## src/rtl/core/u8u16p_pkg.sv

```systemverilog
`default_nettype none
//------------------------------------------------------------------------------
// u8u16p_pkg
// Shared types and constants of the UTF-8 decoder with UTF-16 positions.
//------------------------------------------------------------------------------
package u8u16p_pkg;

  localparam int DEF_LINE_BITS   = 24;
  localparam int DEF_COLUMN_BITS = 24;
  localparam int DEF_OFFSET_BITS = 32;
  localparam int DEF_QUEUE_DEPTH = 4;

  localparam int CP_W        = 21;
  localparam int LINE_W      = 24;
  localparam int COLUMN_W    = 24;
  localparam int OFFSET_W    = 32;
  localparam int OUT_TDATA_W = 112;
  localparam int OUT_TUSER_W = 2;

  localparam logic [CP_W-1:0] REPLACEMENT = 21'h00fffd;
  localparam logic [CP_W-1:0] BMP_MAX     = 21'h00ffff;
  localparam logic [CP_W-1:0] CP_LF       = 21'h00000a;
  localparam logic [CP_W-1:0] CP_CR       = 21'h00000d;

  localparam logic [7:0] CH_LF     = 8'h0a;
  localparam logic [7:0] CH_CR     = 8'h0d;
  localparam logic [7:0] LEAD2_LO  = 8'hc2;
  localparam logic [7:0] LEAD2_HI  = 8'hdf;
  localparam logic [7:0] LEAD3_LO  = 8'he0;
  localparam logic [7:0] LEAD3_HI  = 8'hef;
  localparam logic [7:0] LEAD4_LO  = 8'hf0;
  localparam logic [7:0] LEAD4_HI  = 8'hf4;
  localparam logic [7:0] LEAD_ED   = 8'hed;
  localparam logic [7:0] CONT_A0   = 8'ha0;
  localparam logic [7:0] CONT_90   = 8'h90;
  localparam logic [7:0] CONT_MASK = 8'hc0;
  localparam logic [7:0] CONT_TAG  = 8'h80;

  localparam logic [2:0] LEN2 = 3'd2;
  localparam logic [2:0] LEN3 = 3'd3;
  localparam logic [2:0] LEN4 = 3'd4;

  // Everything one input byte causes, in emission order.
  typedef struct packed {
    logic            cr_first;
    logic            cr_brk;
    logic [1:0]      flush1_n;
    logic            main_v;
    logic [CP_W-1:0] main_cp;
    logic [2:0]      main_bytes;
    logic            main_bad;
    logic            main_brk;
    logic            cr_last;
    logic [1:0]      flush2_n;
    logic            eot;
  } rec_t;

  typedef struct packed {
    logic       held_cr;
    logic [1:0] pend_cnt;
  } front_status_t;

  typedef struct packed {
    logic [CP_W-1:0]     cp;
    logic [2:0]          bytes;
    logic [1:0]          units;
    logic                bad;
    logic                brk;
    logic [LINE_W-1:0]   line;
    logic [COLUMN_W-1:0] col;
    logic [OFFSET_W-1:0] off;
    logic                last_result;
  } result_t;

endpackage
`default_nettype wire

```

## src/rtl/core/u8u16p_front.sv

```systemverilog
`default_nettype none
//------------------------------------------------------------------------------
// u8u16p_front
// Accepts bytes, validates UTF-8 sequences and builds one request record.
//------------------------------------------------------------------------------
module u8u16p_front
  import u8u16p_pkg::*;
(
  input  wire logic          clk,
  input  wire logic          rst,
  input  wire logic          in_valid,
  output      logic          in_ready,
  input  wire logic [7:0]    in_byte,
  input  wire logic          in_eot,
  output      logic          rec_valid,
  input  wire logic          rec_ready,
  output      rec_t          rec,
  output      front_status_t status
);

  logic       held_cr;
  logic [1:0] pend_cnt;
  logic [2:0] exp_len;
  logic [7:0] pend0, pend1, pend2;

  logic            held_cr_next;
  logic [1:0]      pend_cnt_next;
  logic [2:0]      exp_len_next;
  logic            fit;
  logic            used;
  logic            start_lead;
  logic            store;
  logic [CP_W-1:0] cp_full;
  logic            accept;

  assign in_ready  = rec_ready;
  assign rec_valid = in_valid;
  assign accept    = in_valid && rec_ready;
  assign status    = '{held_cr: held_cr, pend_cnt: pend_cnt};

  always_comb begin
    fit = ((in_byte & CONT_MASK) == CONT_TAG);
    if (pend_cnt == 2'd1) begin
      if (pend0 == LEAD3_LO && in_byte < CONT_A0) fit = 1'b0;
      if (pend0 == LEAD_ED && in_byte >= CONT_A0) fit = 1'b0;
      if (pend0 == LEAD4_LO && in_byte < CONT_90) fit = 1'b0;
      if (pend0 == LEAD4_HI && in_byte >= CONT_90) fit = 1'b0;
    end
  end

  always_comb begin
    unique case (exp_len)
      LEN2:    cp_full = {10'd0, pend0[4:0], in_byte[5:0]};
      LEN3:    cp_full = {5'd0, pend0[3:0], pend1[5:0], in_byte[5:0]};
      default: cp_full = {pend0[2:0], pend1[5:0], pend2[5:0], in_byte[5:0]};
    endcase
  end

  always_comb begin
    rec           = '0;
    held_cr_next  = 1'b0;
    pend_cnt_next = pend_cnt;
    exp_len_next  = exp_len;
    used          = 1'b0;
    start_lead    = 1'b0;
    store         = 1'b0;

    rec.cr_first = held_cr;
    rec.cr_brk   = (in_byte == CH_LF);

    if (pend_cnt != 2'd0) begin
      if (fit) begin
        used = 1'b1;
        if (({1'b0, pend_cnt} + 3'd1) >= exp_len) begin
          rec.main_v     = 1'b1;
          rec.main_cp    = cp_full;
          rec.main_bytes = exp_len;
          pend_cnt_next  = 2'd0;
          exp_len_next   = 3'd0;
        end else begin
          store         = 1'b1;
          pend_cnt_next = pend_cnt + 2'd1;
        end
      end else begin
        rec.flush1_n  = pend_cnt;
        pend_cnt_next = 2'd0;
        exp_len_next  = 3'd0;
      end
    end

    if (!used) begin
      if (!in_byte[7]) begin
        if (in_byte == CH_CR) begin
          held_cr_next = 1'b1;
        end else begin
          rec.main_v     = 1'b1;
          rec.main_cp    = {13'd0, in_byte};
          rec.main_bytes = 3'd1;
          rec.main_brk   = (in_byte == CH_LF);
        end
      end else if (in_byte >= LEAD2_LO && in_byte <= LEAD2_HI) begin
        exp_len_next  = LEN2;
        pend_cnt_next = 2'd1;
        start_lead    = 1'b1;
      end else if (in_byte >= LEAD3_LO && in_byte <= LEAD3_HI) begin
        exp_len_next  = LEN3;
        pend_cnt_next = 2'd1;
        start_lead    = 1'b1;
      end else if (in_byte >= LEAD4_LO && in_byte <= LEAD4_HI) begin
        exp_len_next  = LEN4;
        pend_cnt_next = 2'd1;
        start_lead    = 1'b1;
      end else begin
        rec.main_v     = 1'b1;
        rec.main_cp    = REPLACEMENT;
        rec.main_bytes = 3'd1;
        rec.main_bad   = 1'b1;
      end
    end

    if (in_eot) begin
      rec.cr_last   = held_cr_next;
      rec.flush2_n  = pend_cnt_next;
      rec.eot       = 1'b1;
      held_cr_next  = 1'b0;
      pend_cnt_next = 2'd0;
      exp_len_next  = 3'd0;
    end
  end

  always_ff @(posedge clk) begin
    if (rst) begin
      held_cr  <= 1'b0;
      pend_cnt <= 2'd0;
      exp_len  <= 3'd0;
    end else if (accept) begin
      held_cr  <= held_cr_next;
      pend_cnt <= pend_cnt_next;
      exp_len  <= exp_len_next;
    end
  end

  always_ff @(posedge clk) begin
    if (accept && start_lead) pend0 <= in_byte;
    if (accept && store && pend_cnt == 2'd1) pend1 <= in_byte;
    if (accept && store && pend_cnt == 2'd2) pend2 <= in_byte;
  end

endmodule
`default_nettype wire

```

## src/rtl/core/u8u16p_fifo.sv

```systemverilog
`default_nettype none
//------------------------------------------------------------------------------
// u8u16p_fifo
// Short request queue between the decoder front and the result sequencer.
//------------------------------------------------------------------------------
module u8u16p_fifo
  import u8u16p_pkg::*;
#(
  parameter int DEPTH = DEF_QUEUE_DEPTH
) (
  input  wire logic clk,
  input  wire logic rst,
  input  wire logic wr_valid,
  output      logic wr_ready,
  input  wire rec_t wr_data,
  output      logic rd_valid,
  input  wire logic rd_ready,
  output      rec_t rd_data
);

  localparam int PTR_W = $clog2(DEPTH);
  localparam int CNT_W = $clog2(DEPTH + 1);

  rec_t             mem [DEPTH];
  logic [PTR_W-1:0] wr_ptr;
  logic [PTR_W-1:0] rd_ptr;
  logic [CNT_W-1:0] cnt;
  logic             push;
  logic             pop;

  assign wr_ready = (cnt != CNT_W'(DEPTH));
  assign rd_valid = (cnt != '0);
  assign rd_data  = mem[rd_ptr];
  assign push     = wr_valid && wr_ready;
  assign pop      = rd_valid && rd_ready;

  always_ff @(posedge clk) begin
    if (rst) begin
      wr_ptr <= '0;
      rd_ptr <= '0;
      cnt    <= '0;
    end else begin
      if (push) wr_ptr <= wr_ptr + PTR_W'(1);
      if (pop) rd_ptr <= rd_ptr + PTR_W'(1);
      if (push && !pop) begin
        cnt <= cnt + CNT_W'(1);
      end else if (pop && !push) begin
        cnt <= cnt - CNT_W'(1);
      end
    end
  end

  always_ff @(posedge clk) begin
    if (push) mem[wr_ptr] <= wr_data;
  end

endmodule
`default_nettype wire

```

## src/rtl/core/u8u16p_back.sv

```systemverilog
`default_nettype none
//------------------------------------------------------------------------------
// u8u16p_back
// Steps through the results of each request and tracks line, column and offset.
//------------------------------------------------------------------------------
module u8u16p_back
  import u8u16p_pkg::*;
#(
  parameter int LINE_BITS   = DEF_LINE_BITS,
  parameter int COLUMN_BITS = DEF_COLUMN_BITS,
  parameter int OFFSET_BITS = DEF_OFFSET_BITS
) (
  input  wire logic    clk,
  input  wire logic    rst,
  input  wire logic    rec_valid,
  output      logic    rec_ready,
  input  wire rec_t    rec,
  output      logic    out_valid,
  input  wire logic    out_ready,
  output      result_t res
);

  logic [2:0]             evt;
  logic [LINE_BITS-1:0]   line_cnt;
  logic [COLUMN_BITS-1:0] col_cnt;
  logic [OFFSET_BITS-1:0] off_cnt;

  logic [2:0]             n_ev;
  logic [2:0]             t1;
  logic [CP_W-1:0]        ev_cp;
  logic [2:0]             ev_bytes;
  logic                   ev_bad;
  logic                   ev_brk;
  logic [1:0]             ev_units;
  logic                   visible;
  logic                   step;
  logic                   done;
  logic [LINE_BITS:0]     line_sum;
  logic [COLUMN_BITS:0]   col_sum;
  logic [OFFSET_BITS:0]   off_sum;
  logic [LINE_BITS-1:0]   line_cnt_next;
  logic [COLUMN_BITS-1:0] col_cnt_next;
  logic [OFFSET_BITS-1:0] off_cnt_next;

  assign n_ev = {2'd0, rec.cr_first} + {1'b0, rec.flush1_n} + {2'd0, rec.main_v}
              + {2'd0, rec.cr_last} + {1'b0, rec.flush2_n};
  assign t1   = {2'd0, rec.cr_first} + {1'b0, rec.flush1_n};

  always_comb begin
    ev_cp    = REPLACEMENT;
    ev_bytes = 3'd1;
    ev_bad   = 1'b1;
    ev_brk   = 1'b0;
    priority if (rec.cr_first && evt == 3'd0) begin
      ev_cp  = CP_CR;
      ev_bad = 1'b0;
      ev_brk = rec.cr_brk;
    end else if (evt < t1) begin
      ev_cp = REPLACEMENT;
    end else if (rec.main_v && evt == t1) begin
      ev_cp    = rec.main_cp;
      ev_bytes = rec.main_bytes;
      ev_bad   = rec.main_bad;
      ev_brk   = rec.main_brk;
    end else if (rec.cr_last && evt == t1) begin
      ev_cp  = CP_CR;
      ev_bad = 1'b0;
    end else begin
      ev_cp = REPLACEMENT;
    end
  end

  assign ev_units  = (ev_cp > BMP_MAX) ? 2'd2 : 2'd1;
  assign visible   = !evt[2];
  assign step      = rec_valid && (n_ev == 3'd0 || !visible || !out_valid || out_ready);
  assign done      = (n_ev == 3'd0) || (evt == n_ev - 3'd1);
  assign rec_ready = step && done;

  assign line_sum = {1'b0, line_cnt} + (LINE_BITS + 1)'(1);
  assign col_sum  = {1'b0, col_cnt} + (COLUMN_BITS + 1)'(ev_units);
  assign off_sum  = {1'b0, off_cnt} + (OFFSET_BITS + 1)'(ev_bytes);

  always_comb begin
    off_cnt_next  = off_sum[OFFSET_BITS] ? '1 : off_sum[OFFSET_BITS-1:0];
    col_cnt_next  = col_sum[COLUMN_BITS] ? '1 : col_sum[COLUMN_BITS-1:0];
    line_cnt_next = line_cnt;
    if (ev_cp == CP_LF) begin
      line_cnt_next = line_sum[LINE_BITS] ? '1 : line_sum[LINE_BITS-1:0];
      col_cnt_next  = '0;
    end
  end

  always_ff @(posedge clk) begin
    if (rst) begin
      evt       <= 3'd0;
      line_cnt  <= '0;
      col_cnt   <= '0;
      off_cnt   <= '0;
      out_valid <= 1'b0;
    end else begin
      if (step) begin
        evt <= done ? 3'd0 : evt + 3'd1;
        if (done && rec.eot) begin
          line_cnt <= '0;
          col_cnt  <= '0;
          off_cnt  <= '0;
        end else if (n_ev != 3'd0) begin
          line_cnt <= line_cnt_next;
          col_cnt  <= col_cnt_next;
          off_cnt  <= off_cnt_next;
        end
      end
      if (step && n_ev != 3'd0 && visible) begin
        out_valid <= 1'b1;
      end else if (out_ready) begin
        out_valid <= 1'b0;
      end
    end
  end

  always_ff @(posedge clk) begin
    if (step && n_ev != 3'd0 && visible) begin
      res.cp          <= ev_cp;
      res.bytes       <= ev_bytes;
      res.units       <= ev_units;
      res.bad         <= ev_bad;
      res.brk         <= ev_brk;
      res.line        <= LINE_W'(line_cnt);
      res.col         <= COLUMN_W'(col_cnt);
      res.off         <= OFFSET_W'(off_cnt);
      res.last_result <= rec.eot && (done || evt == 3'd3);
    end
  end

endmodule
`default_nettype wire

```

## src/rtl/core/utf8_decode_utf16_position_unit.sv

```systemverilog
`default_nettype none
//------------------------------------------------------------------------------
// utf8_decode_utf16_position_unit
// Strict UTF-8 decoder reporting each scalar with its UTF-16 position.
//------------------------------------------------------------------------------
// The unit takes one document byte per cycle while the request queue has
// room. Each byte's request is written into the queue, and the result
// sequencer then emits its results one at a time into the output register:
// at most four when a broken four-byte sequence is flushed ahead of the byte
// that broke it, and a request may also yield none; a queue of QUEUE_DEPTH
// requests lets input continue while such a burst drains. Line, column and
// offset counters saturate, and an end-of-text byte returns all state to its
// reset value after its last result.
//------------------------------------------------------------------------------
module utf8_decode_utf16_position_unit
  import u8u16p_pkg::*;
#(
  parameter int LINE_BITS   = DEF_LINE_BITS,
  parameter int COLUMN_BITS = DEF_COLUMN_BITS,
  parameter int OFFSET_BITS = DEF_OFFSET_BITS,
  parameter int QUEUE_DEPTH = DEF_QUEUE_DEPTH
) (
  input  wire logic                   clk,
  input  wire logic                   rst,
  input  wire logic                   s_axis_tvalid,
  output      logic                   s_axis_tready,
  // Fields from bit 0: data_byte.
  input  wire logic [7:0]             s_axis_tdata,
  input  wire logic                   s_axis_tlast,
  output      logic                   m_axis_tvalid,
  input  wire logic                   m_axis_tready,
  // Fields from bit 0: code_point, byte_count, utf16_units, line_number,
  // utf16_column, byte_offset, zero fill.
  output      logic [OUT_TDATA_W-1:0] m_axis_tdata,
  // Fields from bit 0: malformed, line_break.
  output      logic [OUT_TUSER_W-1:0] m_axis_tuser,
  output      logic                   m_axis_tlast
);

  rec_t          front_rec;
  logic          front_valid;
  logic          front_ready;
  rec_t          queue_rec;
  logic          queue_valid;
  logic          queue_ready;
  result_t       res;
  front_status_t front_status;

  u8u16p_front u_front (
    .clk       (clk),
    .rst       (rst),
    .in_valid  (s_axis_tvalid),
    .in_ready  (s_axis_tready),
    .in_byte   (s_axis_tdata),
    .in_eot    (s_axis_tlast),
    .rec_valid (front_valid),
    .rec_ready (front_ready),
    .rec       (front_rec),
    .status    (front_status)
  );

  u8u16p_fifo #(
    .DEPTH (QUEUE_DEPTH)
  ) u_fifo (
    .clk      (clk),
    .rst      (rst),
    .wr_valid (front_valid),
    .wr_ready (front_ready),
    .wr_data  (front_rec),
    .rd_valid (queue_valid),
    .rd_ready (queue_ready),
    .rd_data  (queue_rec)
  );

  u8u16p_back #(
    .LINE_BITS   (LINE_BITS),
    .COLUMN_BITS (COLUMN_BITS),
    .OFFSET_BITS (OFFSET_BITS)
  ) u_back (
    .clk       (clk),
    .rst       (rst),
    .rec_valid (queue_valid),
    .rec_ready (queue_ready),
    .rec       (queue_rec),
    .out_valid (m_axis_tvalid),
    .out_ready (m_axis_tready),
    .res       (res)
  );

  assign m_axis_tdata = {6'd0, res.off, res.col, res.line, res.units, res.bytes, res.cp};
  assign m_axis_tuser = {res.brk, res.bad};
  assign m_axis_tlast = res.last_result;

  a_eot_clears_front: assert property (@(posedge clk) disable iff (rst)
    (s_axis_tvalid && s_axis_tready && s_axis_tlast) |=>
      (front_status.pend_cnt == 2'd0 && !front_status.held_cr))
    else $error("decoder state not cleared after end of text");

  a_repl_shape: assert property (@(posedge clk) disable iff (rst)
    (m_axis_tvalid && res.bad) |->
      (res.cp == REPLACEMENT && res.bytes == 3'd1 && !res.brk))
    else $error("malformed result is not a one-byte replacement");

  a_units_match: assert property (@(posedge clk) disable iff (rst)
    m_axis_tvalid |-> ((res.cp > BMP_MAX) == (res.units == 2'd2)))
    else $error("UTF-16 unit count does not match code point");

endmodule
`default_nettype wire
```

## config.mk

```make
export PLATFORM = sky130hd
export DESIGN_NAME = utf8_decode_utf16_position_unit
export DESIGN_NICKNAME = d
export VERILOG_FILES = /design/src/rtl/core/u8u16p_pkg.sv /design/src/rtl/core/u8u16p_front.sv /design/src/rtl/core/u8u16p_fifo.sv /design/src/rtl/core/u8u16p_back.sv /design/src/rtl/core/utf8_decode_utf16_position_unit.sv
export SDC_FILE = /design/constraint.sdc
export NUM_CORES = 1
export LEC_CHECK = 0
export BUFFER_PORTS_ARGS = -buffer_cell sky130_fd_sc_hd__buf_2
export CAP_MARGIN = 20
export CORE_MARGIN = 2
export CORE_UTILIZATION = 25
export CTS_BUF_LIST = sky130_fd_sc_hd__clkbuf_16
export DETAILED_ROUTE_END_ITERATION = 6
export PLACE_DENSITY_LB_ADDON = 0.12
export SLEW_MARGIN = 20
export SYNTH_ARGS = -nofsm -noshare
export SYNTH_HDL_FRONTEND = slang
export SYNTH_SLANG_ARGS = --single-unit
```

## constraint.sdc

```tcl
create_clock -name clk -period 11.36 [get_ports clk]
set_input_delay 0.568 -clock clk [delete_from_list [all_inputs] [get_ports clk]]
set_output_delay 0.568 -clock clk [all_outputs]
set_load 0.01 [all_outputs]
```

Yosys cells after proc, flatten, opt, wreduce, memory -nomap -nowiden:

Memories as Yosys holds them, arrays and structs flattened. A register that Yosys moved wholly into a read port is not among the register bits.
Cells that the tools add are included.

* order comparisons: 13
* equality and inequality tests: 16
* $add $sub $neg: 15
* reduce and logical (&&, ||, !) cells: 44
* multiplexer cells: 86

Operators with widths (count)
* $mux 24: 8
* $mux 25: 4
* $mux 32: 3
* $mux 26: 3
* $mux 21: 3
* $mux 27: 2
* $mux 3: 15
* $pmux 21 s2: 1
* $ge 8x8->1 const B: 5
* $add 32x3->33: 1
* $eq 8x8->1 const B: 4
* $mux 1: 32
* $mux 2: 13
* $add 24x1->25 const B: 1
* $add 24x2->25: 1
* $le 8x8->1 const B: 3
* $logic_and 1x1->1: 24
* $eq 21x4->1 const B: 1
* $gt 21x16->1 const B: 1
* $eq 8x4->1 const B: 2
* $lt 8x8->1 const B: 2
* $mux 16: 1
* $reduce_bool 2->1: 5
* $eq 3x2->1 const B: 3
* other kinds (20): 36

* bits in registers: 226
* memory bits (writable): 140
* memories kept: 1
* output and inout bits: 117

Memory list
* u_fifo.mem: depth 4, width 35, read ports 1, clocked after memory_dff 1, wr ports 1, RTL line u8u16p_fifo.sv:24 `rec_t mem [DEPTH];`

Depth between registers and ports, before layout:

Gate-level depths: netlist (run 1).

* word-level depth: 15
* depth in mapped cells: 25

Modules after synthesis:

Synthesis (run 1) repeated with hierarchy kept, for this count alone.

* cell total of the unflattened synthesis: 1282
* area, all modules: 16308.1 um2

Modules (own cells, without submodules)
* u8u16p_back: area each 8795.9 um2, sequential area each 4954.8 um2, times used 1, cells an instance 847
* u8u16p_fifo: area each 5567.8 um2, sequential area each 4384.2 um2, times used 1, cells an instance 231
* u8u16p_front: area each 1895.6 um2, sequential area each 720.7 um2, times used 1, cells an instance 197
* utf8_decode_utf16_position_unit: area each 48.8 um2, sequential area each 0.0 um2, times used 1, cells an instance 7

Least setup slack after synthesis (run 1):

No wires, ideal clock.

* kind: register to register
* start: reg (tool-made name)
* end: reg u_back.res[0] (netlist name)
* cell stages (with the launch flop): 15
* path slack: -0.633 ns
* required time: 10.649 ns
* period minus slack after synthesis: 11.993 ns
* data arrival time: 11.282 ns
* cell sequence: dfxtp_1 -> buf_4 -> buf_2 -> buf_1 -> mux4_2 -> ha_1 -> inv_1 -> fa_1 -> inv_1 -> ha_1 -> fa_1 -> xnor2_1 -> a21oi_1 -> a21o_1 -> nor3_1

==> flow_summary.toml, run 1 <==
[yosys]
ys_warn_count = 0
synth_flop_cell = "edfxtp_1"
synth.distinct_cells = 67
synth_edf_count = 269
netlist_area_um2 = 15500
async_flop_share_pct = 0
yosysSeqAreaShare_pct = 64.7
synth-seq-cells = 368
syn_area_per_cell_um2 = 13.1
postSynthCellCount = 1191

[global_route]
antenna_found_initial = 1
grt_pass1_vias = 9973
overflow = 0
grtUsageTotal_pct = 12.5
grt_pass1_wl_um = 61500
grt_max_degree = 76

[detailed_routing]
wirelength_met1_um = 18500
remaining_drc_errors = 0
vias_per_cell = 4.58
wl_met3_um = 1810
wl_met2_um = 18900
ant_nets = 0
routedWlPerCell_um = 18.2
top_layer = "met4"
totalWireLength_um = 40000
vias = 10100
first_iter_violations = 579
first_pass_iters = 6

[cts]
cts.sinks = 368
h-tree-depth = 2
cts_setup_buffers = 0
clkLatencyLatePin_ns = 0.57
path_clk_slew_ns = 0.06
cts_tree = "built"
cts_buffers = 44
cts_root_buf = "clkbuf_16"
ctsResizeCount = 0
cts_buffer_depth = 3
cts.hold.buffers_added = 0

[final_layout]
finalInstanceArea_um2 = 18600
final_common_cell = "edfxtp_1"
finalNetCount = 1373
diodes = 0
final_cell_mix = "269 x edfxtp_1, 123 x buf_2, 98 x dfxtp_1"
area_growth_pct = 19.5
drive_gt1_share_pct = 19.0
fill_cells = 6228
post-route-util_pct = 30.2

[min_path]
whs_path_depth = 1
min_from = "s_axis_tdata[6]"
min_to = "u_front.pend0[6]$_DFFE_PP_"
hold_path_class = "input port to register"

[setup_path]
cp_max_fo = 35
timing.rr.end = "u_back.off_cnt[13]$_SDFFE_PP0P_"
r2r_slack_ns = 4.36
end_kind = "register"
critical_path_class = "register to register"
arrival_ns = 7.44
r2r_cells = 18
slowest_stage = "nand2_1"
required_ns = 11.80
cpMostUsedCell = "ha_1"
path_cells = "buf_4, mux4_2, ha_1, ha_1, inv_1, ha_1, nand3_1, a21o_1, or2_2, nor2b_1, fa_1, a21o_1, or4b_2, nor3_1, nand2_1, nand2_1, o21ai_0, a2111oi_0"
cp_slowest_stage_delay_ns = 0.79
cp-start-kind = "register"

[power_and_ir_drop]
leakage_nw = 6.48
cellPowerDensity_nw_per_um2 = 265
ir_worst_vdd_mv = 0.205
p_total_w = 0.00493

[floorplan]
core_area_um2 = 61600
io_pins = 130
die_x_um = 253
die_area_um2 = 64200
die_h_um = 253
start_util_pct = 25.2
fp-row-count = 91

[place]
dpl.hpwl_um = 26200
port_buffers = 123
gp_congestion = 0.777
dpl_cell_area_um2 = 17100

[flow_run]
drv_cap = 0

[timing]
skew_ns = 0.0218
timing.final.crit_share_pct = 61.6
clock.fmax_mhz = 143
setup_viol = 0
min_period_ns = 7.00
rsz0062_at_grt = "false"
slew_headroom_pct = 29.8
drv_slew = 0
finalSetupTns_ns = 0
finalHoldViolCount = 0
worstMarginPinSlew_ns = 1.05

[outcome]
status = "finished, final reports clean"
[stage by stage]
stage	setup slack [ns]	std cells	hold slack, ns
detailed placement	4.35	2116	0.455
global placement	4.52	2116	0.445
floorplan	2.73	1196	0.406
CTS	4.33	2198	0.252
finish	4.36	2198	0.289
global route	3.73	2198	0.291
[flip-flops by register name, indices dropped and copies added (netlist names), 6 cells and up, named ones only]
name and flops:
u_back.col_cnt 24, u_back.line_cnt 24, u_back.off_cnt 32, u_back.res 109, u_fifo.mem 140, u_front.pend0 8, u_front.pend1 6, u_front.pend2 6
[where the power goes]
| group | switching [W] | internal (W) |
|---|---|---|
| Clock | 0.000566 | 0.000834 |
| Combinational | 0.00108 | 0.000515 |
| Sequential | 0.0000837 | 0.00186 |
[metal layers]
layer	up-vias	global-route usage (%)
met2	230	20.5
met5	-	0
met3	57	2.10
li1	4809	-
met1	4981	16.8
met4	0	3.91
[how the worst max path moves through the flow]
stage                     startpoint                         endpoint  slack (ns)
after floorplan             register          u_back.res[0]$_DFFE_PP_        2.73
after global placement      register  u_back.off_cnt[17]$_SDFFE_PP0P_        4.52
after detailed placement    register  u_back.off_cnt[17]$_SDFFE_PP0P_        4.35
after CTS                   register  u_back.off_cnt[11]$_SDFFE_PP0P_        4.33
after global routing        register  u_back.off_cnt[16]$_SDFFE_PP0P_        3.73
final                       register  u_back.off_cnt[13]$_SDFFE_PP0P_        4.36
[logic make-up (layout without fill, tap and decap cells)]
logic type,after synthesis,in the layout,share of synthesized area [%]
flops,368,368,64.7
compound gates,272,272,11.5
xor+xnor,11,11,0.620
simple gates,359,359,11.7
other cells,1,6,0.0241
fa+ha+maj,35,35,3.11
buf+inv,101,266,2.67
mux,44,44,5.65
[synth_stat cells, types with 11 or more instances]
cell type  count  share of area, %
nor3_1        31               1.0
and3_1        33               1.3
a22o_1        13              0.73
ha_1          29               2.3
a21o_1        24               1.2
and2_1        18              0.72
inv_1         45               1.1
o211ai_1      19              0.92
o31ai_1       11              0.53
clkbuf_1      43               1.0
edfxtp_1     269                52
o21ai_0       47               1.5
nand3_1       52               1.7
o21a_1        18              0.87
nor2b_1       15              0.60
dfxtp_1       99                13
o21ai_1       25              0.80
nor2_1        88               2.1
nand4_1       14              0.56
nand2_1       56               1.4
mux4_2        35               5.1
or3_1         11              0.44
a21oi_1       59               1.9
[cell type report]
cell class	instances	area, µm²	share of cell area (%)
tap	837	1050	5.64
inverter	45	169	0.909
clock buffer	45	1130	6.06
clock inverter	37	314	1.69
timing repair buffer	139	736	3.96
sequential	368	10100	54.1
multi-input combinational	727	5130	27.6
[worst max-delay path: cells and delay by family (launching register included)]
kind                     cells  cell delay (ns)
buffers and inverters        2             0.65
flip-flops                   1             0.31
adder cells (fa/ha/maj)      4             1.12
multiplexers                 1             0.65
AO/OA/AOI/OAI                4             0.89
AND/OR/NAND/NOR              7             3.21
Power figures use the tool's default switching activity.
==> run 2: changes to the inputs <==
Clock period 11.36 ns to 6.26 ns, I/O delays scaled along.
==> run 2 against run 1 <==
Power increased by 80%. Via count increased by 0.38%. Clock skew increased by 0.010 ns. Combinational power increased by 84%. First-iteration DRC count decreased by 7.6%. Register-to-register slack got worse by 3.7 ns. Largest power group unchanged. Critical path type unchanged. Setup slack got worse by 3.7 ns. Critical path depth unchanged. Flip-flop and latch count unchanged.
==> flow_summary.toml, run 2 (same netlist as run 1, synthesis figures left out) <==
[floorplan]
die_h_um = 253
die_x_um = 253
core_area_um2 = 61600
start_util_pct = 25.2
fp-row-count = 91
io_pins = 130
die_area_um2 = 64200

[cts]
cts.hold.buffers_added = 1
clkLatencyLatePin_ns = 0.57
ctsResizeCount = 0
h-tree-depth = 2
path_clk_slew_ns = 0.06
cts_buffers = 43
cts_root_buf = "clkbuf_16"
cts_tree = "built"
cts_buffer_depth = 3
cts.sinks = 368
cts_setup_buffers = 0

[timing]
clock.fmax_mhz = 179
min_period_ns = 5.59
finalHoldViolCount = 0
skew_ns = 0.0322
timing.final.crit_share_pct = 89.2
worstMarginPinSlew_ns = 0.888
whs_ns = 0.0873
drv_slew = 0
slew_headroom_pct = 40.0
rsz0062_at_grt = "false"
setup_viol = 0

[global_route]
grtUsageTotal_pct = 12.5
grt_pass1_wl_um = 61400
grt.busiest_layer = "met2"
grt_pass1_vias = 9997
overflow = 0
grt_max_degree = 77
use_met3_pct = 2.32
groute.layer.met1.usage_pct = 16.8
antenna_found_initial = 1
use_met2_pct = 20.3

[final_layout]
finalInstanceArea_um2 = 18600
area_growth_pct = 19.9
largest_register = "u_fifo.mem"
largest_reg_flops = 140
drive_gt1_share_pct = 19.5
final_cell_mix = "269 x edfxtp_1, 123 x buf_2, 98 x dfxtp_1"
diodes = 0
fill_cells = 6221
finalNetCount = 1381
final_common_cell = "edfxtp_1"
reg_top3 = "u_fifo.mem x140, u_back.res x109, u_back.off_cnt x32"

[power_and_ir_drop]
p_comb_share_pct = 32.9
cellPowerDensity_nw_per_um2 = 478
leakage_nw = 6.51
p_sw_w = 0.00311
seq_power_share_pct = 39.5
sw_frac_of_total_pct = 34.9
power_frac_clock_pct = 27.6
p_int_w = 0.00579
ir_worst_vdd_mv = 0.493

[min_path]
whs_path_depth = 1
hold_path_class = "input port to register"

[setup_path]
arrival_ns = 6.02
r2r_cells = 18
end_kind = "register"
cp_slowest_stage_delay_ns = 0.61
critical_path_class = "register to register"
path_cells = "buf_4, mux4_2, ha_1, inv_1, ha_1, nand3_1, a21o_1, or2_2, nor2b_1, fa_1, a21o_1, or4b_2, nor3_1, buf_4, nand2_1, nand2_1, o21ai_0, a2111oi_0"
cp_max_fo = 14
cp-start-kind = "register"
slowest_stage = "or4b_2"
required_ns = 6.69

[outcome]
status = "finished, final reports clean"

[detailed_routing]
vias = 10100
remaining_drc_errors = 0
vias_per_cell = 4.59
first_iter_violations = 535
first_pass_iters = 5
ant_nets = 0
totalWireLength_um = 40000
routedWlPerCell_um = 18.1

[place]
dpl_cell_area_um2 = 17200
gp_congestion = 0.765
dpl.hpwl_um = 26400
port_buffers = 123

[flow_run]
drv_cap = 0
## run 2: cell count changes in the layout (fill, tap and decap cells not counted), sizes merged
cell	change
clkinv	-2
bufinv	-1
dlygate4sd3	+1
clkbuf	-1
inv	+2
buf	+8
## run 2: worst paths after layout
check	slack [ns]	from	end
max	0.67	register	u_back.off_cnt[13]$_SDFFE_PP0P_
max reg2reg	0.67	register	u_back.off_cnt[13]$_SDFFE_PP0P_
min	0.09	s_axis_tdata[3]	u_front.pend1[3]$_DFFE_PP_
min reg2reg	0.47	u_back.off_cnt[9]$_SDFFE_PP0P_	u_back.res[10]$_DFFE_PP_
## run 2: per-stage QoR
stage / power [W] / util (%) / TNS, ns / std cells / worst slack [ns]
final: 0.00890 / 30.3 / 0 / 2205 / 0.674
after detailed placement: 0.00660 / 28.0 / 0 / 2124 / 0.659
after floorplan: 0.00547 / - / -4.85 / 1196 / -0.0445
after global routing: 0.00950 / 30.3 / 0 / 2205 / 0.149
after global placement: 0.00659 / 28.0 / 0 / 2124 / 0.866
after CTS: 0.00912 / 30.3 / 0 / 2205 / 0.585
## run 2: final cells by class
cell class / instances / area (µm²) / area share (%)
clock buffers: 44 / 1100 / 5.91
clock inverters: 36 / 287 / 1.54
inverters: 45 / 169 / 0.906
multi-input cells: 727 / 5150 / 27.6
flip-flops and latches: 368 / 10100 / 54.0
well taps: 837 / 1050 / 5.62
repair buffers: 148 / 818 / 4.39
## run 2: power groups by stage
stage               Combinational, W  Sequential (W)  Clock, W
floorplan                    0.00169         0.00378         0
global placement             0.00301         0.00358         0
detailed placement           0.00302         0.00358         0
CTS                          0.00304         0.00353   0.00255
global route                 0.00329         0.00357   0.00264
finish                       0.00293         0.00352   0.00245
## run 2: critical path: cells and delay by family (launching register included)
kind | cells | cell delay (ns)
flip-flops | 1 | 0.50
multiplexers | 1 | 0.38
AO/OA/AOI/OAI | 4 | 0.93
adder cells (fa/ha/maj) | 3 | 0.88
buffers and inverters | 3 | 0.53
AND/OR/NAND/NOR | 7 | 2.21
## run 2: per-layer routing
layer / wire length (µm) / share of wire, % / up-vias
met1: 18800 / 47 / 5024
met5: 14 / 0.035 / -
met2: 18800 / 47 / 184
met3: 1470 / 3.7 / 67
li1: - / - / 4838
met4: 917 / 2.3 / 2
==> run 3: changes to the inputs <==
Settings changed: ABC_AREA from default to 1.
==> run 3 against run 2 <==
Critical path depth increased by 10. Die area is 9.6% higher. Clock skew decreased by 0.021 ns. Register-to-register slack better by 0.32 ns. Via count grew 21%. Highest routed layer is now met4. Routed wire length up 15%.
==> flow_summary.toml, run 3 <==
[outcome]
status = "finished, final reports clean"

[place]
pre_cts_slack_ns = 0.932
port_buffers = 123
dpl.cell_count = 2718
gp_congestion = 0.799
dpl_cell_area_um2 = 18600
dpl.hpwl_um = 32200

[cts]
h-tree-depth = 2
cts.sinks = 368
cts_root_buf = "clkbuf_16"
ctsResizeCount = 0
cts_buffer_depth = 3
cts_buffers = 43
clkLatencyLatePin_ns = 0.57
cts_tree = "built"
path_clk_slew_ns = 0.06

[floorplan]
start_util_pct = 25.3
core_area_um2 = 67400
die_h_um = 265
die_x_um = 265
io_pins = 130
fp-row-count = 95
die_area_um2 = 70300

[final_layout]
area_growth_pct = 17.8
largest_reg_flops = 140
reg_top3 = "u_fifo.mem x140, u_back.res x109, u_back.off_cnt x32"
fill_cells = 6998
finalInstanceArea_um2 = 20100
diodes = 0
largest_register = "u_fifo.mem"
drive_gt1_share_pct = 15.2
final_common_cell = "nand2_1"
finalNetCount = 1943
instances_no_fill = 2800
final_cell_mix = "459 x nand2_1, 269 x edfxtp_1, 167 x inv_1"

[global_route]
grt_max_degree = 76
antenna_found_initial = 0
grt_pass1_vias = 12200
grtUsageTotal_pct = 13.1
grt_pass1_wl_um = 72200
overflow = 0

[yosys]
synth_flop_cell = "edfxtp_1"
synth_top_family_by_area = "simple AND/OR/NAND/NOR gates"
yosysTopAreaCell = "edfxtp_1"
netlist_area_um2 = 17100
yosysMostFrequentCell = "nand2_1"
syn_area_per_cell_um2 = 9.67
synth_area_leaders = "edfxtp_1 47%, dfxtp_1 12%, nand2_1 10%"
postSynthCellCount = 1765
ys_warn_count = 0
yosysTopAreaCellShare_pct = 47.3
yosysSeqAreaShare_pct = 59.0
synth-compound-area-share_pct = 8.29
synthAdderAreaFrac_pct = 2.83
muxShareOfSynthArea_pct = 0
synth-seq-cells = 368
synth_commonest_cells = "459 x nand2_1, 269 x edfxtp_1, 159 x inv_1"
async_flop_share_pct = 0
yosys.area_share.simple_pct = 21.1
synth-xor-area-share_pct = 2.82
synth_edf_count = 269
synth.distinct_cells = 49

[timing]
finalSetupTns_ns = 0
worstMarginPinSlew_ns = 1.01
fin_ws_ns = 0.998
slew_headroom_pct = 32.6
clock.fmax_mhz = 190
skew_ns = 0.0113
rsz0062_at_grt = "false"
timing.final.crit_share_pct = 84.1
drv_slew = 0
min_period_ns = 5.26
finalHoldViolCount = 0
setup_viol = 0

[setup_path]
required_ns = 6.76
cp-start-kind = "register"
critical_path_class = "register to register"
end_kind = "register"
r2r_slack_ns = 1.0
slowest_stage = "fa_1"
cp_max_fo = 28
cp_slowest_stage_delay_ns = 0.40
arrival_ns = 5.76

[detailed_routing]
totalWireLength_um = 46100
wl_met3_um = 1880
wl_met2_um = 20900
first_pass_iters = 4
remaining_drc_errors = 0
routedWlPerCell_um = 16.5
vias_per_cell = 4.39
first_iter_violations = 785
ant_nets = 0
vias = 12300
wirelength_met1_um = 22000
top_layer = "met4"

[power_and_ir_drop]
ir_worst_vdd_mv = 0.571
leakage_nw = 7.63
p_total_w = 0.0101
cellPowerDensity_nw_per_um2 = 504

[flow_run]
drv_cap = 0

[min_path]
hold_path_class = "input port to register"
run 3: cell count changes after synthesis, sizes merged, moves of 35 or more:
| cell | change |
|---|---|
| nand2 | +430 |
| inv | +120 |
| nor2 | +64 |
| a21oi | +60 |
| nand3 | +39 |
| mux4 | -35 |
run 3: metal layers:
layer | GRT usage [%] | up-vias
li1 | - | 6219
met1 | 17.8 | 5779
met2 | 21.0 | 201
met3 | 2.43 | 79
met4 | 4.49 | 0
met5 | 0 | -
run 3: worst max-delay path, delay by kind of cell, from the launching register on:
kind	cells	cell delay (ns)
fa+ha+maj	4	1.13
flops	1	0.37
compound gates	4	0.91
buf+inv	6	0.81
simple gates	14	1.95
run 3: report_power, final:
| group | leakage, nW | internal, W | total, W | switching, W |
|---|---|---|---|---|
| clock | 0.738 | 0.00160 | 0.00262 | 0.00102 |
| combinational | 3.50 | 0.00105 | 0.00384 | 0.00279 |
| sequential | 3.39 | 0.00350 | 0.00366 | 0.000163 |
run 3: final timing paths:
path	depth (start not counted)	from	endpoint
worst min register to register	1	u_fifo.rd_ptr[0]$_SDFFE_PP0P_	u_fifo.rd_ptr[0]$_SDFFE_PP0P_
worst min-delay path	1	s_axis_tdata[2]	u_front.pend1[2]$_DFFE_PP_
worst max-delay path	28	register	u_back.col_cnt[16]$_SDFFE_PP0P_
worst max register to register	28	register	u_back.col_cnt[16]$_SDFFE_PP0P_
run 3: what timing repair did:
item,4_1_cts,5_1_grt
hold buffers,5,0
hold endpoints to repair,11,0
buffers inserted,0,0
run 3: cell families after synthesis:
logic type,count (synthesis)
compound gates,248
xor+xnor,55
fa+ha+maj,35
buf+inv,230
flops,368
other cells,1
simple gates,828
run 3: cell type report:
class                   count  area [µm²]  share of cell area, %
clock buffers              44        1100                   5.48
clock inverters            33         362                   1.80
inverters                 165         623                   3.10
multi-input cells        1172        6040                   30.0
flip-flops and latches    368       10100                   50.1
well taps                 873        1090                   5.44
repair buffers            145         821                   4.08
run 3: stage by stage:
step	hold WS, ns	util [%]
after floorplan	0.403	-
after global placement	0.458	27.6
after detailed placement	0.460	27.6
after CTS	0.000295	29.8
after global routing	0.0171	29.8
final	0.0353	29.8
